--- src/sv/bpcm_pkg.sv ---
`timescale 1ns / 1ps
`default_nettype none
// ----------------------------------------------------------------------------
// bpcm_pkg: shared constants and types of the binned pair contact matrix
// Sizes of the count store, the position and divisor widths, action and
// status codes, and the command passed from the front end to the back end.
// ----------------------------------------------------------------------------
package bpcm_pkg;

	localparam int BINS         = 256;
	localparam int COUNT_BITS   = 32;
	localparam int BIN_BITS     = $clog2(BINS);
	localparam int ADDR_BITS    = 2 * BIN_BITS;
	localparam int MEM_DEPTH    = 2 ** ADDR_BITS;
	localparam int EXT_BITS     = BIN_BITS + 1;

	localparam int POS_BITS     = 31;
	localparam int KB_BITS      = 20;
	localparam int DIV_BITS     = 30;
	localparam int BASES_PER_KB = 1000;
	localparam int STEP_BITS    = $clog2(POS_BITS);

	localparam int ACT_BITS     = 2;
	localparam int ROW_BITS     = 8;
	localparam int CELL_BITS    = 32;
	localparam int EXT_OUT_BITS = 9;
	localparam int STATUS_BITS  = 2;

	localparam int QUEUE_DEPTH  = 2;
	localparam int QPTR_BITS    = $clog2(QUEUE_DEPTH);
	localparam int QCNT_BITS    = $clog2(QUEUE_DEPTH + 1);

	localparam logic [ACT_BITS-1:0] ACT_ADD   = 2'd0;
	localparam logic [ACT_BITS-1:0] ACT_READ  = 2'd1;
	localparam logic [ACT_BITS-1:0] ACT_CLEAR = 2'd2;

	localparam logic [STATUS_BITS-1:0] ST_DONE  = 2'd0;
	localparam logic [STATUS_BITS-1:0] ST_SAME  = 2'd1;
	localparam logic [STATUS_BITS-1:0] ST_RANGE = 2'd2;

	typedef enum logic [2:0] {
		OP_COUNT,
		OP_SAME,
		OP_DROP,
		OP_READ,
		OP_CLEAR,
		OP_NONE
	} op_t;

	typedef struct packed {
		op_t                 op;
		logic [BIN_BITS-1:0] a_bin;
		logic [BIN_BITS-1:0] b_bin;
	} cmd_t;

endpackage
`default_nettype wire

--- src/sv/bpcm_queue.sv ---
`timescale 1ns / 1ps
`default_nettype none
// ----------------------------------------------------------------------------
// bpcm_queue: command queue between front end and back end
// Small register FIFO so each side can stall on its own.
// ----------------------------------------------------------------------------
module bpcm_queue (
	input  logic           clk,
	input  logic           arst_n,
	input  logic           push_valid,
	output logic           push_ready,
	input  bpcm_pkg::cmd_t push_cmd,
	output logic           pop_valid,
	input  logic           pop_ready,
	output bpcm_pkg::cmd_t pop_cmd
);
	import bpcm_pkg::*;

	cmd_t                 entry_q [QUEUE_DEPTH];
	logic [QPTR_BITS-1:0] wr_ptr_q;
	logic [QPTR_BITS-1:0] rd_ptr_q;
	logic [QCNT_BITS-1:0] fill_q;
	logic                 do_push;
	logic                 do_pop;

	assign push_ready = (fill_q != QCNT_BITS'(QUEUE_DEPTH));
	assign pop_valid  = (fill_q != '0);
	assign pop_cmd    = entry_q[rd_ptr_q];
	assign do_push    = push_valid && push_ready;
	assign do_pop     = pop_valid && pop_ready;

	always_ff @(posedge clk or negedge arst_n) begin
		if (!arst_n) begin
			wr_ptr_q <= '0;
			rd_ptr_q <= '0;
			fill_q   <= '0;
		end else begin
			if (do_push) begin
				wr_ptr_q <= (wr_ptr_q == QPTR_BITS'(QUEUE_DEPTH - 1)) ? '0
					: wr_ptr_q + QPTR_BITS'(1);
			end
			if (do_pop) begin
				rd_ptr_q <= (rd_ptr_q == QPTR_BITS'(QUEUE_DEPTH - 1)) ? '0
					: rd_ptr_q + QPTR_BITS'(1);
			end
			unique case ({do_push, do_pop})
				2'b10:   fill_q <= fill_q + QCNT_BITS'(1);
				2'b01:   fill_q <= fill_q - QCNT_BITS'(1);
				default: fill_q <= fill_q;
			endcase
		end
	end

	always_ff @(posedge clk) begin
		if (do_push) begin
			entry_q[wr_ptr_q] <= push_cmd;
		end
	end

endmodule
`default_nettype wire

--- config.mk ---
export PLATFORM = sky130hd
export DESIGN_NAME = bpcm_queue
export DESIGN_NICKNAME = d
export VERILOG_FILES = /design/src/sv/bpcm_pkg.sv /design/src/sv/bpcm_queue.sv
export SDC_FILE = /design/constraint.sdc
export NUM_CORES = 1
export LEC_CHECK = 0
export BUFFER_PORTS_ARGS = -buffer_cell sky130_fd_sc_hd__buf_2
export CORE_MARGIN = 3
export CORE_UTILIZATION = 35
export DETAILED_ROUTE_END_ITERATION = 8
export MAX_ROUTING_LAYER = met4
export SYNTH_ARGS = -nofsm -noshare
export SYNTH_HDL_FRONTEND = slang
export SYNTH_SLANG_ARGS = --single-unit
--- constraint.sdc ---
create_clock -name clk -period 1.9 [get_ports clk]
set_input_delay 0.19 -clock clk [delete_from_list [all_inputs] [get_ports clk]]
set_output_delay 0.19 -clock clk [all_outputs]
set_load 0.05 [all_outputs]
## Word level (Yosys, flattened, before mapping)

Memories as Yosys holds them, arrays and structs flattened.
Cells that the tools add are included.

| storage, ports and cells | value |
|---|---|
| bits in read-only memories | 0 |
| output and inout bits | 21 |
| memories | 1 |
| word-level logic and storage cells | 20 |
| input port bits | 23 |
| register bits after elaboration | 4 |
| latch bits | 0 |
| RAM bits | 38 |

Memory list:

| memory | words | width | rd ports | clocked after memory_dff | write ports | line | source |
|---|---|---|---|---|---|---|---|
| entry_q | 2 | 19 | 1 | 0 | 1 | bpcm_queue.sv:19 | `cmd_t entry_q [QUEUE_DEPTH];` |

| operators by class | value |
|---|---|
| equal/unequal tests | 3 |
| shift operators | 0 |
| magnitude comparators | 0 |
| mux-type cells | 5 |
| reduce and logical (&&, ||, !) cells | 4 |
| bitwise logic cells | 0 |
| div/mod/pow operators | 0 |
| multiply operators | 0 |
| add/sub/neg operators | 4 |

Operators with widths:

| kind | count |
|---|---|
| 1-bit two-way mux | 4 |
| 2-bit case mux with 2 select lines | 1 |
| 2-bit nonzero test | 2 |
| 1-bit adder, second input constant | 2 |
| 2-bit by 1-bit adder with 2-bit output, second input constant | 1 |
| 2-bit by 1-bit == test with 1-bit output, second input constant | 1 |
| 2-bit == test, second input constant | 1 |
| 1-bit logical AND | 2 |
| 2-bit inequality test, second input constant | 1 |
| 2-bit by 1-bit subtractor with 2-bit output, second input constant | 1 |

## Depth between registers and ports, before layout

Gate-level depths: netlist (run 1).

| depth | value |
|---|---|
| word-level depth | 4 |
| depth in mapped cells | 6 |
| mapped depth without buffers | 6 |

## Worst setup path after synthesis (run 1)

OpenSTA, ideal clock, no wires.

| path | value |
|---|---|
| path kind | register to register |
| from | register fill_q[0] |
| to | memory entry_q[0][0] (netlist name), enable pin |
| library setup time | 0.395 ns |
| cell stages (with the launch flop) | 4 |
| buffers on the path | 0 |
| arrival | 1.898 ns |
| data required time | 1.505 ns |
| period minus slack after synthesis | 2.292 ns |
| setup slack | -0.392 ns |
| cell sequence | dfrtp_1 > nand2b_1 > nand2_1 > nor2_1 |

| between the ends | value |
|---|---|
| longest elaborated chain between the ends | 4 |

Ends and longest elaborated chain:

| item | line | source |
|---|---|---|
| from (decl) | bpcm_queue.sv:22 | `logic [QCNT_BITS-1:0] fill_q;` |
| from (signal assigned) | bpcm_queue.sv:47 | `2'b10: fill_q <= fill_q + QCNT_BITS'(1);` |
| from (signal assigned) | bpcm_queue.sv:48 | `2'b01: fill_q <= fill_q - QCNT_BITS'(1);` |
| from (signal assigned) | bpcm_queue.sv:49 | `default: fill_q <= fill_q;` |
| 2-bit inequality test | bpcm_queue.sv:26 | `assign push_ready = (fill_q != QCNT_BITS'(QUEUE_DEPTH));` |
| via push_ready | bpcm_queue.sv:11 | `output logic push_ready,` |
| 1-bit logical AND | bpcm_queue.sv:29 | `assign do_push = push_valid && push_ready;` |
| 1-bit two-way mux | bpcm_queue.sv:55 | `if (do_push) begin` |
| 1-bit two-way mux (not written as such) | bpcm_queue.sv:56 | `entry_q[wr_ptr_q] <= push_cmd;` |
| to (decl) | bpcm_queue.sv:19 |  |

The timed path passes the listed nets, and every way through them passes these cells.

==> impl_metrics.env, run 1 <==
export IMPL_cp_required_ps=1710
export IMPL_diodes=0
export IMPL_die_x_um=72.8
export IMPL_ys_warn_count=0
export IMPL_initial_core_util=0.377
export IMPL_cts_buffers=5
export IMPL_synth_area_um2=1560
export IMPL_critical_path_startpoint_type="register"
export IMPL_cts_tree="built"
export IMPL_ys_types=13
export IMPL_relSlewSlack=0.629
export IMPL_dp_cells=170
export IMPL_tns_ps=0
export IMPL_synth_seq_cells=42
export IMPL_drtAntennaViolNets=0
export IMPL_syn_nets=100
export IMPL_io_buffers=43
export IMPL_cp_slowest_cell="dfrtp_1"
export IMPL_end_kind="output port"
export IMPL_die_area_um2=5290
export IMPL_ir_worst_vdd_v=0.000964
export IMPL_vias_per_cell=4.67
export IMPL_path_delay_family="flip-flops"
export IMPL_utilization=0.487
export IMPL_tightest_slew_ps=556
export IMPL_drtIter0Drc=37
export IMPL_cp_arrival_ps=1520
export IMPL_grt_max_degree=20
export IMPL_gp_congestion=0.675
export IMPL_cellPowerDensity_nw_per_um2=1880
export IMPL_layout_commonest_cell="buf_2"
export IMPL_area_growth_pct=29.4
export IMPL_rsz0062_at_grt="false"
export IMPL_startpoint="rd_ptr_q"
export IMPL_drc_errors=0
export IMPL_ios=44
export IMPL_setup_viol=0
export IMPL_synth_seq_area_share=0.796
export IMPL_cts_sinks=42
export IMPL_layout_cells_non_filler=179
export IMPL_clockBufferDepth=2
export IMPL_drive_gt1_frac=0.581
export IMPL_drt_wl_total_mm=2.62
export IMPL_max_stage_delay_ps=470
export IMPL_vias=836
export IMPL_min_from="push_cmd[2]"
export IMPL_fillCellCount=373
export IMPL_path_cells="buf_12 > mux2_2 > buf_2"
export IMPL_worstHoldPathType="in -> reg"
export IMPL_mostFrequentLayoutCells="buf_2, edfxtp_1, mux2_2"
export IMPL_clk_pin_slew_worst_paths_ps=90
export IMPL_critPathKind="reg -> out"
export IMPL_p_leak_nw=0.779
export IMPL_setup_slack_ps=192
export IMPL_fin_nets=152
export IMPL_p_total_mw=3.79
export IMPL_achievable_frequency_mhz=585
export IMPL_grt_pass1_vias=936
export IMPL_dp_hpwl_mm=1.89
export IMPL_finalCritPeriodShare=0.899
export IMPL_dpl_worst_slack_ps=349
export IMPL_rr_startpoint="fill_q[0]"
export IMPL_clk_latency_ps=290
export IMPL_min_period_ps=1710
export IMPL_fin_skew_ps=10.7
export IMPL_outcome="finished, final reports clean"
export IMPL_maxCapViolations=0
export IMPL_clock_root_buffer="clkbuf_8"
export IMPL_cts_post_setup_buffers_inserted=0
export IMPL_htreeDepth=2
export IMPL_die_h_um=72.8
export IMPL_design_core_area_um2=4140
export IMPL_critPathMaxFanout=17
export IMPL_slew_violations=0
export IMPL_path_buf_inv=2
export IMPL_drt_wirelength_per_cell_um=14.6
export IMPL_rows=23
export IMPL_reg2reg_slack_ps=350
export IMPL_syn_inst=76
export IMPL_grt_antenna_before_repair=0
export IMPL_grt_pass1_wl_mm=4.24
export IMPL_hold_viol=0
export IMPL_track_usage=0.114
export IMPL_synth_avg_cell_area_um2=20.5
export IMPL_dr_pass1_iters=4
export IMPL_overflow=0
## layout make-up
| type | count | area [µm²] | area share |
|---|---|---|---|
| Tap cell | 50 | 62.6 | 0.0310 |
| Multi-Input combinational cell | 32 | 317 | 0.157 |
| Timing Repair Buffer | 47 | 260 | 0.129 |
| Sequential cell | 42 | 1240 | 0.615 |
| Clock buffer | 5 | 68.8 | 0.0341 |
| Clock inverter | 3 | 68.8 | 0.0341 |
## worst paths after layout
check / end / depth (start not counted)
worst min-delay path: entry_q[0][2] / 1
min in group asynchronous: fill_q[0] / 2
worst min register to register: fill_q[1] / 1
max in group asynchronous: wr_ptr_q / 2
worst max register to register: entry_q[0][10] / 3
worst max-delay path: pop_cmd[9] / 3
## kinds of logic after synthesis
kind of cell	Yosys count	share of synthesized area
fa+ha+maj	1	0.00802
mux	19	0.137
flops	42	0.796
simple gates	7	0.0249
buf+inv	2	0.00642
xor+xnor	5	0.0281
## synthesized netlist by cell type
cell	number	area [µm²]
xnor2_1	3	26.3
and2_4	1	8.76
nand2b_1	1	6.26
nor2_1	2	7.51
dfrtp_1	4	100
mux2_2	19	214
nand2_1	1	3.75
and3_1	1	6.26
xor2_1	2	17.5
or2_1	1	6.26
buf_2	2	10.0
ha_1	1	12.5
edfxtp_1	38	1140
## sequential cells by signal (all words and copies together), names as in the netlist
register,cells
entry_q,38
fill_q,2
rd_ptr_q,1
wr_ptr_q,1
## what timing repair did
| item | 4_1_cts | 5_1_grt |
|---|---|---|
| resized for setup | 0 | 0 |
| hold buffers | 1 | 0 |
| endpoints found under the setup margin | 0 | 0 |
| hold endpoints to repair | 4 | 0 |
## power breakdown
part	internal (mW)	total [mW]	switching [mW]
Clock	0.526	0.828	0.302
Sequential	1.27	1.36	0.0910
Combinational	0.490	1.59	1.10
Total	2.29	3.79	1.50
## routing by layer
metal / part of all wire / GRT usage / vias to the layer above / wire length [µm]
met1: 0.39 / 0.126 / 403 / 1020
li1: - / - / 391 / -
met2: 0.50 / 0.183 / 36 / 1310
met4: 0.016 / 0.0430 / 0 / 43
met5: 0 / - / - / 0
met3: 0.092 / 0.0468 / 6 / 242
## metrics by stage
stage | hold slack (ps) | area [µm²]
after global routing | 61.0 | 2020
final | 79.6 | 2020
after floorplan | -106 | 1570
after detailed placement | 2.18 | 1870
after global placement | -0.951 | 1870
after CTS | 75.8 | 2020
(Power assumes the default switching activity.)
==> run 2: changes to the inputs <==
CORE_ASPECT_RATIO = 0.6   (was default)
==> run 2 against run 1 <==
Clock power shrank 37%. Utilization down 1.7 points. Via count fell by 1.1%. Sequential cell count did not move. Global-route usage decreased by 0.69 points. Clock skew fell by 6.6 ps. Die area rose by 0.50%. Count of clock-buffer cells in the layout rose by 1. Register-to-register slack better by 30 ps. Final cell count up 6.1%.
==> impl_metrics.env, run 2 (same netlist as run 1, synthesis figures left out) <==
export IMPL_clock_root_buffer="clkbuf_8"
export IMPL_cts_tree="built"
export IMPL_clk_pin_slew_worst_paths_ps=70
export IMPL_setup_viol=0
export IMPL_hold_viol=0
export IMPL_cp_arrival_ps=1410
export IMPL_critPathMaxFanout=12
export IMPL_rsz0062_at_grt="false"
export IMPL_layout_commonest_cell="buf_2"
export IMPL_relSlewSlack=0.822
export IMPL_drc_errors=0
export IMPL_dp_hpwl_mm=1.79
export IMPL_rows=18
export IMPL_pwr_share_comb=0.459
export IMPL_largest_register="entry_q"
export IMPL_drtIter0Drc=26
export IMPL_dp_cells=181
export IMPL_tightest_slew_ps=267
export IMPL_clockPowerShare=0.151
export IMPL_holdBufCountCts=1
export IMPL_min_period_ps=1600
export IMPL_drtAntennaViolNets=0
export IMPL_vias=827
export IMPL_drt_wirelength_per_cell_um=13.3
export IMPL_tns_ps=0
export IMPL_overflow=0
export IMPL_mostFrequentLayoutCells="buf_2, edfxtp_1, mux2_2"
export IMPL_critical_path_startpoint_type="register"
export IMPL_achievable_frequency_mhz=624
export IMPL_cts_buffers=5
export IMPL_maxCapViolations=0
export IMPL_cts_post_setup_buffers_inserted=0
export IMPL_htreeDepth=2
export IMPL_fin_skew_ps=4.12
export IMPL_finalCritPeriodShare=0.843
export IMPL_layout_cells_non_filler=190
export IMPL_cts_resized=0
export IMPL_grt_max_degree=20
export IMPL_p_seq_frac=0.390
export IMPL_cts_sinks=42
export IMPL_io_buffers=43
export IMPL_end_kind="output port"
export IMPL_cp_required_ps=1710
export IMPL_worstHoldPathType="in -> reg"
export IMPL_p_int_mw=2.00
export IMPL_grt_antenna_before_repair=0
export IMPL_ios=44
export IMPL_drt_wl_total_mm=2.52
export IMPL_p_sw_frac=0.421
export IMPL_cellPowerDensity_nw_per_um2=1760
export IMPL_critPathKind="reg -> out"
export IMPL_design_core_area_um2=4190
export IMPL_initial_core_util=0.372
export IMPL_gp_congestion=0.692
export IMPL_fin_nets=153
export IMPL_diodes=0
export IMPL_die_h_um=57.7
export IMPL_top_regs="entry_q (38), fill_q (2)"
export IMPL_grt_pass1_vias=866
export IMPL_dr_pass1_iters=4
export IMPL_area_growth_pct=26.2
export IMPL_p_sw_mw=1.46
export IMPL_p_leak_nw=0.754
export IMPL_largest_register_ffs=38
export IMPL_die_x_um=92.2
export IMPL_p_total_mw=3.46
export IMPL_ir_worst_vdd_v=0.000922
export IMPL_clk_latency_ps=280
export IMPL_drive_gt1_frac=0.569
export IMPL_track_usage=0.107
export IMPL_clockBufferDepth=2
export IMPL_slew_violations=0
export IMPL_die_area_um2=5320
export IMPL_outcome="finished, final reports clean"
export IMPL_grt_pass1_wl_mm=3.97
export IMPL_vias_per_cell=4.35
==> run 2: metal layers <==
layer,share of wire,GRT usage,up-vias
li1,-,-,392
met1,0.42,0.119,398
met2,0.49,0.176,34
met3,0.082,0.0480,3
met4,0.0067,0.0317,0
met5,0,-,-
==> run 2: metrics by stage <==
| stage | setup WS [ps] | util | cell area [µm²] | hold slack (ps) |
|---|---|---|---|---|
| 2_1_floorplan | 36.0 | - | 1570 | -106 |
| 3_3_place_gp | 459 | 0.448 | 1880 | -1.59 |
| 3_5_place_dp | 380 | 0.448 | 1880 | -0.930 |
| 4_1_cts | 268 | 0.470 | 1970 | 78.1 |
| 5_1_grt | 201 | 0.470 | 1970 | 74.2 |
| 6_report | 298 | 0.470 | 1970 | 93.0 |
==> run 2: cell type report <==
class                           count  area (µm²)
Clock buffer                        6        72.6
Sequential cell                    42        1240
Clock inverter                      2        8.76
Multi-Input combinational cell     32         317
Timing Repair Buffer               48         255
Tap cell                           60        75.1
Fill cell                         379        2220
==> run 2: final timing paths <==
path / from / to / slack [ps] / cells past startpoint
min in group asynchronous: arst_n / wr_ptr_q / 240 / 2
max in group asynchronous: arst_n / rd_ptr_q / 1540 / 2
worst min register to register: fill_q[1] / fill_q[1] / 500 / 1
worst max register to register: fill_q[0] / fill_q[1] / 380 / 6
worst max-delay path: rd_ptr_q / pop_cmd[9] / 300 / 3
worst min-delay path: push_cmd[0] / entry_q[0][0] / 90 / 1
==> run 2: power groups by stage <==
stage / Sequential, mW / Combinational [mW] / Clock (mW)
finish: 1.35 / 1.59 / 0.523
global route: 1.37 / 1.69 / 0.596
CTS: 1.35 / 1.62 / 0.551
detailed placement: 1.37 / 1.61 / 0
global placement: 1.36 / 1.60 / 0
floorplan: 1.35 / 1.26 / 0
==> run 2: critical path, cell delays in order, from the launching register on <==
cell and delay, ps:
dfrtp_1 340, buf_4 200, mux2_2 370, buf_2 210
==> run 3: changes to the inputs <==
clock period = 1.3 ns   (was 1.9 ns; I/O delays follow)
==> run 3 against run 2 <==
The run now ends with negative setup slack left. Setup slack got worse by 500 ps. Critical path depth stayed put. Combinational power rose to 2.6 times the previous value. Via count is 11% higher. Wire length up 25%. Count of clock-buffer cells in the layout did not move. Power up 99%. Critical path type unchanged.
==> impl_metrics.env, run 3 (same netlist as run 1, synthesis figures left out) <==
export IMPL_rows=18
export IMPL_die_x_um=92.2
export IMPL_fin_nets=168
export IMPL_hold_viol=0
export IMPL_vias_per_cell=4.47
export IMPL_critPathMaxFanout=8
export IMPL_cts_sinks=42
export IMPL_area_growth_pct=63.4
export IMPL_p_leak_nw=1.05
export IMPL_drc_errors=0
export IMPL_startpoint="rd_ptr_q"
export IMPL_setup_viol=56
export IMPL_clock_root_buffer="clkbuf_8"
export IMPL_p_sw_frac=0.375
export IMPL_tightest_slew_ps=184
export IMPL_drt_wirelength_per_cell_um=15.4
export IMPL_max_stage_delay_ps=450
export IMPL_drtAntennaViolNets=0
export IMPL_cp_arrival_ps=1370
export IMPL_hold_path_depth=1
export IMPL_largest_register="entry_q"
export IMPL_track_usage=0.133
export IMPL_mostFrequentLayoutCells="edfxtp_1, buf_2, buf_8"
export IMPL_clk_latency_ps=280
export IMPL_rr_worst_depth=6
export IMPL_fin_skew_ps=5.46
export IMPL_design_core_area_um2=4190
export IMPL_holdPathEnd="entry_q[0][9]"
export IMPL_cts_tree="built"
export IMPL_p_sw_mw=2.58
export IMPL_clockBufferDepth=2
export IMPL_setup_slack_ps=-201
export IMPL_outcome="finished, violations left"
export IMPL_ir_worst_vdd_v=0.00147
export IMPL_grt_pass1_vias=1047
export IMPL_p_seq_frac=0.292
export IMPL_cp_required_ps=1170
export IMPL_finalCritPeriodShare=1.15
export IMPL_rr_startpoint="fill_q[0]"
export IMPL_min_from="push_cmd[9]"
export IMPL_largest_register_ffs=38
export IMPL_diodes=0
export IMPL_grt_max_degree=14
export IMPL_dp_hpwl_mm=1.94
export IMPL_grt_use_met3=0.0519
export IMPL_drtIter0Drc=19
export IMPL_ios=44
export IMPL_io_buffers=43
export IMPL_die_h_um=57.7
export IMPL_htreeDepth=2
export IMPL_use_met2=0.212
export IMPL_cellPowerDensity_nw_per_um2=2700
export IMPL_violations="negative setup slack"
export IMPL_achievable_frequency_mhz=666
export IMPL_relSlewSlack=0.878
export IMPL_vias=916
export IMPL_placement_cell_area_um2=1950
export IMPL_dr_pass1_iters=3
export IMPL_tns_ps=-4570
export IMPL_clk_pin_slew_worst_paths_ps=80
export IMPL_grt_antenna_before_repair=0
export IMPL_use_met1=0.154
export IMPL_grt_pass1_wl_mm=5.09
export IMPL_drive_gt1_frac=0.683
export IMPL_layout_commonest_cell="edfxtp_1"
export IMPL_path_cells="buf_8 > mux2_4 > buf_6"
export IMPL_slew_violations=0
export IMPL_cts_buffers=5
export IMPL_initial_core_util=0.372
export IMPL_clockPowerShare=0.113
export IMPL_critical_path_startpoint_type="register"
export IMPL_overflow=0
export IMPL_gp_congestion=0.701
export IMPL_die_area_um2=5320
export IMPL_pwr_share_comb=0.595
export IMPL_fillCellCount=321
export IMPL_min_period_ps=1500
export IMPL_rsz0062_at_grt="true"
export IMPL_r2r_end="fill_q[1]"
export IMPL_worstHoldPathType="in -> reg"
export IMPL_reg2reg_slack_ps=-160
export IMPL_top_regs="entry_q (38), fill_q (2)"
export IMPL_p_int_mw=4.30
export IMPL_drt_wl_total_mm=3.15
export IMPL_cp_slowest_cell="dfrtp_2"
export IMPL_top_usage_layer="met2"
export IMPL_final_cell_area_um2=2550
export IMPL_critPathKind="reg -> out"
export IMPL_maxCapViolations=0
export IMPL_end_kind="output port"
-- run 3: changes by cell type in the layout (fill, tap and decap cells not counted), sizes merged --
| cell | delta |
|---|---|
| clkbuf | +1 |
| buf | +14 |
-- run 3: cell type report --
| cell class | instances | area [µm²] | area share |
|---|---|---|---|
| repair buffers | 63 | 708 | 0.278 |
| clock inverters | 2 | 10.0 | 0.00393 |
| clock buffers | 6 | 72.6 | 0.0285 |
| multi-input cells | 32 | 440 | 0.173 |
| well taps | 60 | 75.1 | 0.0295 |
| flip-flops and latches | 42 | 1240 | 0.487 |
-- run 3: power by group through the flow --
stage	clock [mW]	combinational (mW)	sequential, mW
detailed placement	0	2.59	2.00
finish	0.779	4.09	2.01
CTS	0.814	3.74	1.98
global route	0.883	4.28	2.04
global placement	0	2.54	1.98
floorplan	0	1.93	1.98
-- run 3: what timing repair did --
action	in CTS	in global routing
endpoints found under the hold margin	4	0
gates resized for setup	71	24
hold buffers	1	0
gates cloned	2	1
setup endpoints to repair	59	61
setup buffers	8	1
pin swaps	6	0
-- run 3: critical path, delay by kind of cell, from the launching register on --
kind                   cells  cell delay (ps)
muxes                      1              320
DFF                        1              450
buffers and inverters      2              320
-- run 3: how the worst max path moves through the flow --
stage | to | depth (start not counted)
floorplan | fill_q[1] | 6
global placement | fill_q[1] | 6
detailed placement | fill_q[1] | 6
CTS | pop_cmd[15] | 3
global route | pop_cmd[14] | 3
finish | pop_cmd[15] | 3
-- run 3: through the flow --
| step | util | total power [mW] | hold WS [ps] | instances | setup slack, ps |
|---|---|---|---|---|---|
| 2_1_floorplan | - | 3.91 | -166 | 76 | -203 |
| 3_3_place_gp | 0.465 | 4.52 | -63.3 | 184 | -45.3 |
| 3_5_place_dp | 0.465 | 4.58 | -54.6 | 184 | -187 |
| 4_1_cts | 0.579 | 6.54 | 19.1 | 203 | -224 |
| 5_1_grt | 0.608 | 7.20 | 10.6 | 205 | -248 |
| 6_report | 0.608 | 6.88 | 29.8 | 205 | -201 |
-- run 3: layer usage --
metal,part of all wire,vias to the layer above
met4,0.011,0
met5,0,-
met2,0.51,28
met1,0.42,454
met3,0.057,5
li1,-,429
