$ cat src/sv/bpcm_pkg.sv
`timescale 1ns / 1ps
`default_nettype none
// ----------------------------------------------------------------------------
// bpcm_pkg: shared constants and types of the binned pair contact matrix
// Sizes of the count store, the position and divisor widths, action and
// status codes, and the command passed from the front end to the back end.
// ----------------------------------------------------------------------------
package bpcm_pkg;

	localparam int BINS         = 256;
	localparam int COUNT_BITS   = 32;
	localparam int BIN_BITS     = $clog2(BINS);
	localparam int ADDR_BITS    = 2 * BIN_BITS;
	localparam int MEM_DEPTH    = 2 ** ADDR_BITS;
	localparam int EXT_BITS     = BIN_BITS + 1;

	localparam int POS_BITS     = 31;
	localparam int KB_BITS      = 20;
	localparam int DIV_BITS     = 30;
	localparam int BASES_PER_KB = 1000;
	localparam int STEP_BITS    = $clog2(POS_BITS);

	localparam int ACT_BITS     = 2;
	localparam int ROW_BITS     = 8;
	localparam int CELL_BITS    = 32;
	localparam int EXT_OUT_BITS = 9;
	localparam int STATUS_BITS  = 2;

	localparam int QUEUE_DEPTH  = 2;
	localparam int QPTR_BITS    = $clog2(QUEUE_DEPTH);
	localparam int QCNT_BITS    = $clog2(QUEUE_DEPTH + 1);

	localparam logic [ACT_BITS-1:0] ACT_ADD   = 2'd0;
	localparam logic [ACT_BITS-1:0] ACT_READ  = 2'd1;
	localparam logic [ACT_BITS-1:0] ACT_CLEAR = 2'd2;

	localparam logic [STATUS_BITS-1:0] ST_DONE  = 2'd0;
	localparam logic [STATUS_BITS-1:0] ST_SAME  = 2'd1;
	localparam logic [STATUS_BITS-1:0] ST_RANGE = 2'd2;

	typedef enum logic [2:0] {
		OP_COUNT,
		OP_SAME,
		OP_DROP,
		OP_READ,
		OP_CLEAR,
		OP_NONE
	} op_t;

	typedef struct packed {
		op_t                 op;
		logic [BIN_BITS-1:0] a_bin;
		logic [BIN_BITS-1:0] b_bin;
	} cmd_t;

endpackage
`default_nettype wire

$ cat src/sv/bpcm_if.sv
`timescale 1ns / 1ps
`default_nettype none
// ----------------------------------------------------------------------------
// bpcm_if: channel interfaces of the binned pair contact matrix
// Item, result and configuration channels, each with valid, ready and payload.
// ----------------------------------------------------------------------------
interface bpcm_item_if;
	logic                           valid;
	logic                           ready;
	logic [bpcm_pkg::ACT_BITS-1:0]  action;
	logic [bpcm_pkg::POS_BITS-1:0]  first_position;
	logic [bpcm_pkg::POS_BITS-1:0]  second_position;
	logic [bpcm_pkg::ROW_BITS-1:0]  read_row;
	logic [bpcm_pkg::ROW_BITS-1:0]  read_column;

	modport source (output valid, action, first_position, second_position, read_row,
		read_column, input ready);
	modport sink (input valid, action, first_position, second_position, read_row,
		read_column, output ready);
endinterface


interface bpcm_cfg_if;
	logic                         valid;
	logic                         ready;
	logic [bpcm_pkg::KB_BITS-1:0] data;

	modport source (output valid, data, input ready);
	modport sink (input valid, data, output ready);
endinterface
`default_nettype wire

$ cat src/sv/bpcm_front.sv
`timescale 1ns / 1ps
`default_nettype none
// ----------------------------------------------------------------------------
// bpcm_front: item intake and bin classification
// Holds the bin width, runs two radix-2 dividers side by side to find the
// bins of a pair, and pushes a classified command to the queue.
// ----------------------------------------------------------------------------
module bpcm_front (
	input  logic           clk,
	input  logic           arst_n,
	bpcm_item_if.sink      item,
	bpcm_cfg_if.sink       cfg,
	input  logic           clearing,
	output logic           push_valid,
	input  logic           push_ready,
	output bpcm_pkg::cmd_t push_cmd
);
	import bpcm_pkg::*;

	typedef enum logic [2:0] {
		F_IDLE = 3'b001,
		F_DIV  = 3'b010,
		F_PUSH = 3'b100
	} front_state_t;

	front_state_t         state_q;
	logic [DIV_BITS-1:0]  divisor_q;
	logic [STEP_BITS-1:0] step_q;
	logic [ACT_BITS-1:0]  action_q;
	logic [ROW_BITS-1:0]  row_q;
	logic [ROW_BITS-1:0]  col_q;
	logic [POS_BITS-1:0]  rem_a_q;
	logic [POS_BITS-1:0]  quo_a_q;
	logic [POS_BITS-1:0]  rem_b_q;
	logic [POS_BITS-1:0]  quo_b_q;
	logic [KB_BITS-1:0]   kb_eff;
	logic [DIV_BITS-1:0]  divisor_next;
	logic                 accept;

	function automatic logic [2*POS_BITS-1:0] div_step(
		input logic [POS_BITS-1:0] rem,
		input logic [POS_BITS-1:0] quo,
		input logic [DIV_BITS-1:0] dv
	);
		logic [POS_BITS-1:0] trial;
		logic [POS_BITS-1:0] dvx;
		trial = {rem[POS_BITS-2:0], quo[POS_BITS-1]};
		dvx   = POS_BITS'(dv);
		if (trial >= dvx) begin
			return {trial - dvx, quo[POS_BITS-2:0], 1'b1};
		end else begin
			return {trial, quo[POS_BITS-2:0], 1'b0};
		end
	endfunction

	assign cfg.ready    = 1'b1;
	assign item.ready   = (state_q == F_IDLE) && !clearing;
	assign accept       = item.valid && item.ready;
	assign push_valid   = (state_q == F_PUSH);
	assign kb_eff       = (cfg.data == '0) ? KB_BITS'(1) : cfg.data;
	assign divisor_next = DIV_BITS'(kb_eff * BASES_PER_KB);

	always_comb begin
		push_cmd.op    = OP_NONE;
		push_cmd.a_bin = BIN_BITS'(row_q);
		push_cmd.b_bin = BIN_BITS'(col_q);
		unique case (action_q)
			ACT_ADD: begin
				push_cmd.a_bin = quo_a_q[BIN_BITS-1:0];
				push_cmd.b_bin = quo_b_q[BIN_BITS-1:0];
				if (quo_a_q > POS_BITS'(BINS - 1) || quo_b_q > POS_BITS'(BINS - 1)) begin
					push_cmd.op = OP_DROP;
				end else if (quo_a_q == quo_b_q) begin
					push_cmd.op = OP_SAME;
				end else begin
					push_cmd.op = OP_COUNT;
				end
			end
			ACT_READ: begin
				if (32'(row_q) >= 32'(BINS) || 32'(col_q) >= 32'(BINS)) begin
					push_cmd.op = OP_DROP;
				end else begin
					push_cmd.op = OP_READ;
				end
			end
			ACT_CLEAR: begin
				push_cmd.op = OP_CLEAR;
			end
			default: begin
				push_cmd.op = OP_NONE;
			end
		endcase
	end

	always_ff @(posedge clk or negedge arst_n) begin
		if (!arst_n) begin
			state_q   <= F_IDLE;
			divisor_q <= DIV_BITS'(BASES_PER_KB);
			step_q    <= '0;
		end else begin
			if (cfg.valid && cfg.ready) begin
				divisor_q <= divisor_next;
			end
			unique case (state_q)
				F_IDLE: begin
					if (accept) begin
						if (item.action == ACT_ADD) begin
							state_q <= F_DIV;
							step_q  <= STEP_BITS'(POS_BITS - 1);
						end else begin
							state_q <= F_PUSH;
						end
					end
				end
				F_DIV: begin
					step_q <= step_q - STEP_BITS'(1);
					if (step_q == '0) begin
						state_q <= F_PUSH;
					end
				end
				F_PUSH: begin
					if (push_ready) begin
						state_q <= F_IDLE;
					end
				end
				default: begin
					state_q <= F_IDLE;
				end
			endcase
		end
	end

	always_ff @(posedge clk) begin
		if (accept) begin
			action_q <= item.action;
			row_q    <= item.read_row;
			col_q    <= item.read_column;
			rem_a_q  <= '0;
			quo_a_q  <= item.first_position;
			rem_b_q  <= '0;
			quo_b_q  <= item.second_position;
		end else if (state_q == F_DIV) begin
			{rem_a_q, quo_a_q} <= div_step(rem_a_q, quo_a_q, divisor_q);
			{rem_b_q, quo_b_q} <= div_step(rem_b_q, quo_b_q, divisor_q);
		end
	end

endmodule
`default_nettype wire

$ cat src/flat_wrapper.sv
// flat-port wrapper written by rule: the top's interface ports become plain ports
module bpcm_front_flat import bpcm_pkg::*;
  (clk, arst_n, clearing, push_valid, push_ready, push_cmd, item_valid, item_action, item_first_position, item_second_position, item_read_row, item_read_column, item_ready, cfg_valid, cfg_data, cfg_ready);
  bpcm_item_if item_i ();
  bpcm_cfg_if cfg_i ();
  input  logic clk;
  input  logic arst_n;
  input  logic clearing;
  output logic push_valid;
  input  logic push_ready;
  output bpcm_pkg::cmd_t push_cmd;
  input wire logic [$bits(item_i.valid)-1:0] item_valid;
  input wire logic [$bits(item_i.action)-1:0] item_action;
  input wire logic [$bits(item_i.first_position)-1:0] item_first_position;
  input wire logic [$bits(item_i.second_position)-1:0] item_second_position;
  input wire logic [$bits(item_i.read_row)-1:0] item_read_row;
  input wire logic [$bits(item_i.read_column)-1:0] item_read_column;
  output wire logic [$bits(item_i.ready)-1:0] item_ready;
  input wire logic [$bits(cfg_i.valid)-1:0] cfg_valid;
  input wire logic [$bits(cfg_i.data)-1:0] cfg_data;
  output wire logic [$bits(cfg_i.ready)-1:0] cfg_ready;
  assign item_i.valid = item_valid;
  assign item_i.action = item_action;
  assign item_i.first_position = item_first_position;
  assign item_i.second_position = item_second_position;
  assign item_i.read_row = item_read_row;
  assign item_i.read_column = item_read_column;
  assign item_ready = item_i.ready;
  assign cfg_i.valid = cfg_valid;
  assign cfg_i.data = cfg_data;
  assign cfg_ready = cfg_i.ready;
  bpcm_front u_core (.clk(clk), .arst_n(arst_n), .item(item_i), .cfg(cfg_i), .clearing(clearing), .push_valid(push_valid), .push_ready(push_ready), .push_cmd(push_cmd));
endmodule
$ cat config.mk
export PLATFORM = sky130hd
export DESIGN_NAME = bpcm_front_flat
export DESIGN_NICKNAME = d
export VERILOG_FILES = /design/src/sv/bpcm_pkg.sv /design/src/sv/bpcm_if.sv /design/src/sv/bpcm_front.sv /design/src/flat_wrapper.sv
export SDC_FILE = /design/constraint.sdc
export NUM_CORES = 1
export LEC_CHECK = 0
export BUFFER_PORTS_ARGS = -buffer_cell sky130_fd_sc_hd__buf_4
export CELL_PAD_IN_SITES_DETAIL_PLACEMENT = 0
export CELL_PAD_IN_SITES_GLOBAL_PLACEMENT = 2
export CORE_ASPECT_RATIO = 0.6
export CORE_MARGIN = 2
export CORE_UTILIZATION = 41
export DETAILED_ROUTE_END_ITERATION = 8
export PLACE_DENSITY = 0.91
export SLEW_MARGIN = 20
export SYNTH_ARGS = -nofsm -noshare
export SYNTH_HDL_FRONTEND = slang
export SYNTH_SLANG_ARGS = --single-unit
export TNS_END_PERCENT = 100
$ cat constraint.sdc
create_clock -name clk -period 7.8 [get_ports clk]
set_clock_uncertainty 0.15 [all_clocks]
set_input_delay 0.39 -clock clk [delete_from_list [all_inputs] [get_ports clk]]
set_output_delay 0.39 -clock clk [all_outputs]
set_load 0.03 [all_outputs]
# Word-level counts from Yosys, hierarchy flattened
# Cells that the tools add are included.
dict set report op_classes {
  eq_ne 10
  n_bitwise 0
  order_cmp 4
  n_shift 0
  n_mux 19
  n_reduce_logical 12
  mul 1
  n_div 0
  add_sub_neg 3
}
# operator count
set ops {}
lappend ops {{31-bit two-way mux} 4}
lappend ops {{61-bit two-way mux} 2}
lappend ops {{31-bit by 30-bit >= comparator with 1-bit output} 2}
lappend ops {{31-bit by 8-bit > comparator with 1-bit output (second input constant)} 2}
lappend ops {{30-bit subtractor} 2}
lappend ops {{31-bit == test} 1}
lappend ops {{20-bit by 7-bit multiplier with 27-bit output (second input constant)} 1}
lappend ops {{20-bit zero test} 1}
lappend ops {{20-bit two-way mux} 1}
lappend ops {{3-bit case mux with 3 select lines} 2}
lappend ops {{16-bit two-way mux} 1}
lappend ops {{3-bit two-way mux} 4}
lappend ops {{5-bit two-way mux} 2}
lappend ops {{5-bit case mux with 2 select lines} 1}
lappend ops {{2-bit by 1-bit inequality test with 1-bit output (second input constant)} 3}
lappend ops {{3-bit AND reduction} 2}
lappend ops {{5-bit zero test} 1}
lappend ops {{5-bit by 1-bit subtractor with 5-bit output (second input constant)} 1}
lappend ops {{2-bit zero test} 2}
lappend ops {{2-bit nonzero test} 2}
lappend ops {{3-bit by 1-bit == test with 1-bit output (second input constant)} 1}
lappend ops {{3-bit by 2-bit == test with 1-bit output (second input constant)} 1}
lappend ops {{3-bit == test (second input constant)} 1}
lappend ops {{2-bit by 1-bit == test with 1-bit output (second input constant)} 1}
lappend ops {{other kinds (7)} 8}
dict set report word_totals {
  output_inout_bits 22
  inputBits 106
  ramBits 0
  n_memories 0
  romBits 0
  reg_bits 175
  latchBits 0
  wordCells 59
}

# Logic depth before layout (Yosys ltp)
# Gate-level depths: netlist (run 1).
dict set report logic_depth {
  ltp_word 5
  depth_mapped 24
  mapped_depth_nobuf 24
}

# Worst setup path before layout (run 1)
# Ideal clock, no wire load.
dict set report synth_timing {
  kind {input -> register}
  start {input cfg_data[3]}
  end {register u_core.divisor_q[26]}
  path_buffers 1
  t_arrival_ps 5101
  required_time_ps 7509
  slack_ps 2409
  setup_ps 141
  stages 22
  cell_sequence {clkbuf_1 nor2_1 nand3_1 nor3_1 and4_1 nor2_1 fa_1 inv_1 fa_1 inv_1 fa_1 fa_1 inv_1 ha_1 a21o_1 a21oi_1 o31ai_1 a311oi_2 o311ai_1 a31oi_1 xor2_1 mux2i_1}
}
dict set report synth_between {
  elab_chain_len 3
}
# element line
set synth_rtl {}
lappend synth_rtl {{start, declared} flat_wrapper.sv:20} ;# input wire logic [$bits(cfg_i.data)-1:0] cfg_data;
lappend synth_rtl {{20-bit zero test} bpcm_front.sv:60} ;# assign kb_eff = (cfg.data == '0) ? KB_BITS'(1) : cfg.data;
lappend synth_rtl {{20-bit two-way mux (*)} bpcm_front.sv:60}
lappend synth_rtl {{20-bit by 7-bit multiplier with 27-bit output (*)} bpcm_front.sv:61} ;# assign divisor_next = DIV_BITS'(kb_eff * BASES_PER_KB);
lappend synth_rtl {{end signal, assigned} bpcm_front.sv:98} ;# divisor_q <= DIV_BITS'(BASES_PER_KB);
lappend synth_rtl {{end signal, assigned} bpcm_front.sv:102} ;# divisor_q <= divisor_next;
lappend synth_rtl {{end, declared} bpcm_front.sv:27} ;# logic [DIV_BITS-1:0] divisor_q;
# Mark *: on every way between the ends. The rest lies on a longest branch, timed or not.
# A chain may end at the register's enable or synchronous reset.

# Worst setup path in the final report (run 1)
# Same ends and word-level chain as after synthesis.

==> flow_summary.toml, run 1 <==
[sta]
whs_ns = 0.0432
hold_violations = 0
period_share = 0.741
rsz0062_at_grt = "false"
period_needed_ns = 5.78
slew_headroom = 0.355
tightestPinTransition_ns = 0.967
post-route-worst-setup-slack_ns = 2.02
clock.fmax_mhz = 173
finalSetupTns_ns = 0
finalMaxSlewViolations = 0
setup_viol = 0

[synthesis]
synthArstFlopShare = 0.200
synth_edf_count = 80
synth.yosys.seq_area_share = 0.321
synth-compound-area-share = 0.141
synth.most_common_cell = "nand2_1"
synth_area_per_cell_um2 = 8.96
syn_inst = 1559
synth_top_cell_by_area = "edfxtp_1"
synthTopCellsByArea = "edfxtp_1 17%, ha_1 11%, fa_1 9.7%, dfxtp_1 8.6%, nand2_1 7.7%"
synth_top_area_frac = 0.172
muxShareOfSynthArea = 0.0552
synthFlopType = "edfxtp_1"
synth-simple-area-share = 0.152
ys_ff_latch = 175
yosys_warnings = 0
syn_area_um2 = 14000
synth_fa_ha_area_frac = 0.204
synthesis.nets = 1852
synth_xor_area_frac = 0.0621
synth_cell_types = 75
ys_top_cells_by_count = "288 x nand2_1, 164 x inv_1, 119 x ha_1, 80 x edfxtp_1, 77 x a21oi_1"
synth_top_family_by_area = "adder cells"

[routing]
wl_met1_um = 20000
drtPass1Iterations = 5
avgRoutedWirePerCell_um = 17.2
vias = 11200
via_per_inst = 5.26
drtAntennaViolNets = 0
wl_met2_um = 14300
wl_um = 36700
dr_wl_met3_um = 2070
drc = 0
top_layer = "met4"
drt_iter0_markers = 796

[pwr]
p_per_area_nw_per_um2 = 266
p_leak_uw = 0.00712
total_power_uw = 4280
ir_worst_vdd_v = 0.000166

[final_layout]
area_growth_pct = 15.1
final_nets = 1958
diodes = 0
layout-drive-gt1-share = 0.123

[die]
start_util = 0.415
io_pins = 128
fp.dieArea_um2 = 35600
core_um2 = 33600
die_h_um = 147
fp.dieW_um = 242
rows = 52

[worst_setup_path]
worstPathMaxFanout = 9
cp-end-kind = "flop"
startpoint_type = "input port"
r2r-start = "u_core.state_q[0]$_DFFE_PN1P_"
worstSetupPathType = "input port to flop"
critPathArrivalTime_ns = 5.94
rr_worst_depth = 8
cp-startpoint = "cfg_data[3]"
required_ns = 7.96

[global_routing]
grt_pass1_vias = 10500
grt_pass1_wl_um = 58600
grt_usage = 0.209
gr-total-overflow = 0
grt_max_degree = 85
antenna_found_initial = 0

[placed_design]
dp_slack_ns = 1.62
gp_congestion = 0.877
numPortBuffers = 126
place_hpwl_um = 28300

[run]
drv_cap = 0

[clock_network]
post_cts_buffers = 0
cts_tree = "built"
htree_num_levels = 4
root_buffer = "clkbuf_16"
clkTransAtPathRegs_ns = 0.08
cts_buffers = 17
insertion_delay_ns = 0.45
cts_sinks = 175
cts_buffer_depth = 2

[run_status]
status = "finished clean"

[min_path]
hold_path.class = "input port to flop"
min_from = "item_second_position[24]"
hold_depth = 3
## final timing paths
kind / to / slack (ns)
setup / recovery: u_core.divisor_q[26]$_DFFE_PN0P_ / 2.02
hold / removal: u_core.quo_b_q[24]$_DFFE_PP_ / 0.04
setup reg to reg: u_core.quo_b_q[4]$_DFFE_PP_ / 3.62
hold reg to reg: u_core.rem_a_q[1]$_SDFFE_PP0P_ / 0.32
max in group asynchronous: u_core.divisor_q[26]$_DFFE_PN0P_ / 6.80
min in group asynchronous: u_core.step_q[3]$_DFFE_PN0P_ / 0.31
## critical path: stages
cell	delay (ns)
buf_4	0.15
nor2_1	0.27
nand3_1	0.15
nor3_1	0.20
and4_1	0.23
nor2_1	0.10
fa_1	0.54
inv_1	0.07
fa_1	0.51
inv_1	0.05
fa_1	0.48
fa_1	0.54
inv_1	0.05
ha_1	0.33
a21o_1	0.21
a21oi_1	0.23
o31ai_1	0.18
a311oi_2	0.61
o311ai_1	0.19
a31oi_1	0.23
xor2_1	0.16
mux2i_1	0.08
## registers in the layout (all words and copies together) (netlist names)
register	count
u_core.divisor_q	27
u_core.quo_a_q	31
u_core.rem_b_q	30
u_core.row_q	8
u_core.rem_a_q	30
u_core.quo_b_q	31
u_core.state_q	3
u_core.step_q	5
u_core.action_q	2
u_core.col_q	8
## placed cells by master, fill, tap and decap left out, types with 5 or more instances in the layout
master,synthesis,routed
buf_4,5,135
nand4_1,20,20
and2_1,5,5
nor3_1,15,14
clkbuf_16,0,18
nor2_1,54,53
nand2_1,288,287
o21bai_1,6,6
inv_1,164,163
dfrtp_1,28,28
nand2b_1,14,14
edfxtp_1,80,80
xor2_1,32,32
dfstp_2,7,7
inv_6,0,7
o31ai_1,7,7
o21a_1,14,14
o21ai_0,43,43
fa_1,68,68
ha_1,119,119
nor4_1,18,18
nand3_1,33,33
xnor2_1,67,67
dfxtp_1,60,60
o21ai_1,58,58
o31a_1,7,7
a21oi_1,77,76
a31oi_1,8,8
a211oi_1,7,7
mux2i_1,59,59
a21o_1,33,33
mux2_2,16,16
nor2b_1,11,11
o211ai_1,6,6
or3_1,6,5
dlygate4sd3_1,0,19
## through the flow
step           instance area (um2)  std cells  utilization
2_1_floorplan                14000       1559            -
3_3_place_gp                 15300       2086        0.455
3_5_place_dp                 15300       2086        0.455
4_1_cts                      16100       2137        0.478
5_1_grt                      16100       2137        0.478
6_report                     16100       2137        0.478
## power by group
| part | total, uW | internal, uW | switching [uW] |
|---|---|---|---|
| combinational | 2280 | 956 | 1330 |
| clock | 859 | 448 | 411 |
| sequential | 1140 | 1090 | 56.3 |
## metal layers
layer / global-route usage / vias up
li1: - / 5566
met1: 0.344 / 5433
met2: 0.275 / 218
met3: 0.0422 / 21
met4: 0.0401 / 0
met5: 0 / -
## what timing repair did
| item | in CTS | in global routing |
|---|---|---|
| hold buffers | 19 | 0 |
| hold endpoints to repair | 46 | 0 |
| gates resized for setup | 0 | 0 |
## cells by family (layout without fill, tap and decap cells)
group                      count (synthesis)  after routing
AOI/OAI and AO/OA                        309            309
xor gates and xnor gates                  99             99
adders and majority gates                187            187
buffers and inverters                    232            351
DFF                                      175            175
muxes                                     75             75
other                                      1              1
and+or+nand+nor                          481            481
## final cells by class
class                           instances  area [um2]
Fill cell                            3202       17600
Multi-Input combinational cell       1152        8610
Timing Repair Buffer                  154        1200
Inverter                              165         619
Clock buffer                           19         464
Clock inverter                         13         115
Sequential cell                       175        4490
Tap cell                              459         574
Note: power is estimated with default switching activity, not from simulation.
==> run 2: changes to the inputs <==
CORE_UTILIZATION = 38   (was 41)
PLACE_DENSITY = 0.85   (was 0.91)
clock period = 5.9 ns   (was 7.8 ns; I/O delays follow)
==> flow_summary.toml, run 2 (synthesis results as in run 1) <==
[worst_setup_path]
r2r-start = "u_core.divisor_q[13]$_DFFE_PN0P_"
cp-end-kind = "flop"
required_ns = 6.07
cp-startpoint = "cfg_data[18]"
critPathArrivalTime_ns = 5.57
startpoint_type = "input port"
worstSetupPathType = "input port to flop"
worstPathMaxFanout = 6

[clock_network]
insertion_delay_ns = 0.46
cts_tree = "built"
post_cts_buffers = 0
root_buffer = "clkbuf_16"
cts_sinks = 175
htree_num_levels = 4
cts_resized = 0
clkTransAtPathRegs_ns = 0.07
hold_buffers = 80
cts_buffer_depth = 2
cts_buffers = 17

[run]
drv_cap = 0

[pwr]
p_leak_uw = 0.00747
ir_worst_vdd_v = 0.000196
p_per_area_nw_per_um2 = 345

[min_path]
hold_path.class = "input port to flop"
min_from = "item_first_position[0]"

[die]
fp.dieW_um = 252
core_um2 = 36300
die_h_um = 153
io_pins = 128
start_util = 0.385
rows = 54
fp.dieArea_um2 = 38400

[global_routing]
antenna_found_initial = 0
grt_max_degree = 84
grt_pass1_wl_um = 61500
gr-total-overflow = 0
grt_pass1_vias = 11100
grt_usage = 0.202

[placed_design]
place_hpwl_um = 28800
gp_congestion = 0.888
dp_slack_ns = 0.0848
numPortBuffers = 126

[final_layout]
multi_input_area_um2 = 8610
mostFrequentLayoutCell = "nand2_1"
area_growth_pct = 20.6
most-common-layout-cells = "287 x nand2_1, 163 x inv_1, 156 x buf_4, 119 x ha_1"
layout-drive-gt1-share = 0.130
final_nets = 2040
seqCellArea_um2 = 4490
fillCellCount = 3443
reg.largest.list = "u_core.quo_a_q (31), u_core.quo_b_q (31)"
diodes = 0

[sta]
post-route-worst-setup-slack_ns = 0.499
slew_headroom = 0.314
finalMaxSlewViolations = 0
period_needed_ns = 5.40
tightestPinTransition_ns = 1.02
setup_viol = 0
hold_violations = 0
rsz0062_at_grt = "false"
period_share = 0.915
finalSetupTns_ns = 0
clock.fmax_mhz = 185

[routing]
vias = 11500
avgRoutedWirePerCell_um = 16.9
drt_iter0_markers = 808
drtPass1Iterations = 6
drtAntennaViolNets = 0
via_per_inst = 5.17
wl_um = 37800
drc = 0

[run_status]
status = "finished clean"
==> run 2: cell count changes in the layout (fill, tap and decap cells not counted), sizes merged <==
cell,delta
buf,+21
clkbuf,-2
clkinv,-1
clkinvlp,+2
dlygate4sd3,+61
inv,+1
==> run 2: report_power, final <==
group,leakage (uW),total (uW),internal [uW],switching (uW)
sequential,0.00162,1510,1430,73.4
combinational,0.00557,3180,1390,1790
clock,0.000273,1130,563,565
total,0.00747,5820,3390,2430
==> run 2: area by class of cell <==
cell class	instances	area share
multi-input cells	1152	0.511
flip-flops and latches	175	0.266
repair buffers	236	0.117
inverters	165	0.0367
well taps	476	0.0353
clock buffers	17	0.0252
clock inverters	15	0.00846
==> run 2: critical path, cell delays in order <==
cell      delay [ns]
buf_4           0.12
inv_1           0.08
ha_1            0.18
nand3_1         0.10
nor3_1          0.20
and4_1          0.22
nor2_1          0.10
fa_1            0.55
inv_1           0.07
fa_1            0.50
inv_1           0.05
fa_1            0.47
fa_1            0.51
inv_1           0.04
ha_1            0.29
a21o_1          0.18
a21oi_1         0.25
o31ai_1         0.12
buf_4           0.16
a311oi_2        0.26
buf_4           0.20
o311ai_1        0.12
a31oi_1         0.24
xor2_1          0.18
mux2i_1         0.09
==> run 2: stage by stage <==
step | instance area (um2) | utilization | power [uW] | cells | hold slack [ns]
finish | 16900 | 0.465 | 5820 | 2236 | 0.0231
global route | 16900 | 0.465 | 6330 | 2236 | 0.0167
CTS | 16900 | 0.465 | 5860 | 2236 | 0.00107
detailed placement | 15500 | 0.427 | 4660 | 2124 | 0.144
global placement | 15500 | 0.427 | 4620 | 2124 | 0.138
floorplan | 14000 | - | 3850 | 1559 | -0.151
==> run 2: metal layers <==
metal | part of all wire | vias to the layer above | track usage | wire, um
li1 | - | 5721 | - | -
met1 | 0.55 | 5597 | 0.334 | 20600
met2 | 0.40 | 215 | 0.271 | 15200
met3 | 0.046 | 16 | 0.0335 | 1740
met4 | 0.0074 | 0 | 0.0354 | 278
met5 | 0 | - | 0 | 0
==> run 2: worst paths after layout <==
kind | end | slack [ns] | depth (start not counted)
max | u_core.divisor_q[26]$_DFFE_PN0P_ | 0.50 | 25
min | u_core.quo_a_q[0]$_DFFE_PP_ | 0.02 | 3
max reg2reg | u_core.rem_a_q[23]$_SDFFE_PP0P_ | 1.94 | 11
min reg2reg | u_core.rem_b_q[1]$_SDFFE_PP0P_ | 0.31 | 2
max in group asynchronous | u_core.divisor_q[7]$_DFFE_PN1P_ | 5.02 | 2
min in group asynchronous | u_core.step_q[2]$_DFFE_PN0P_ | 0.21 | 2
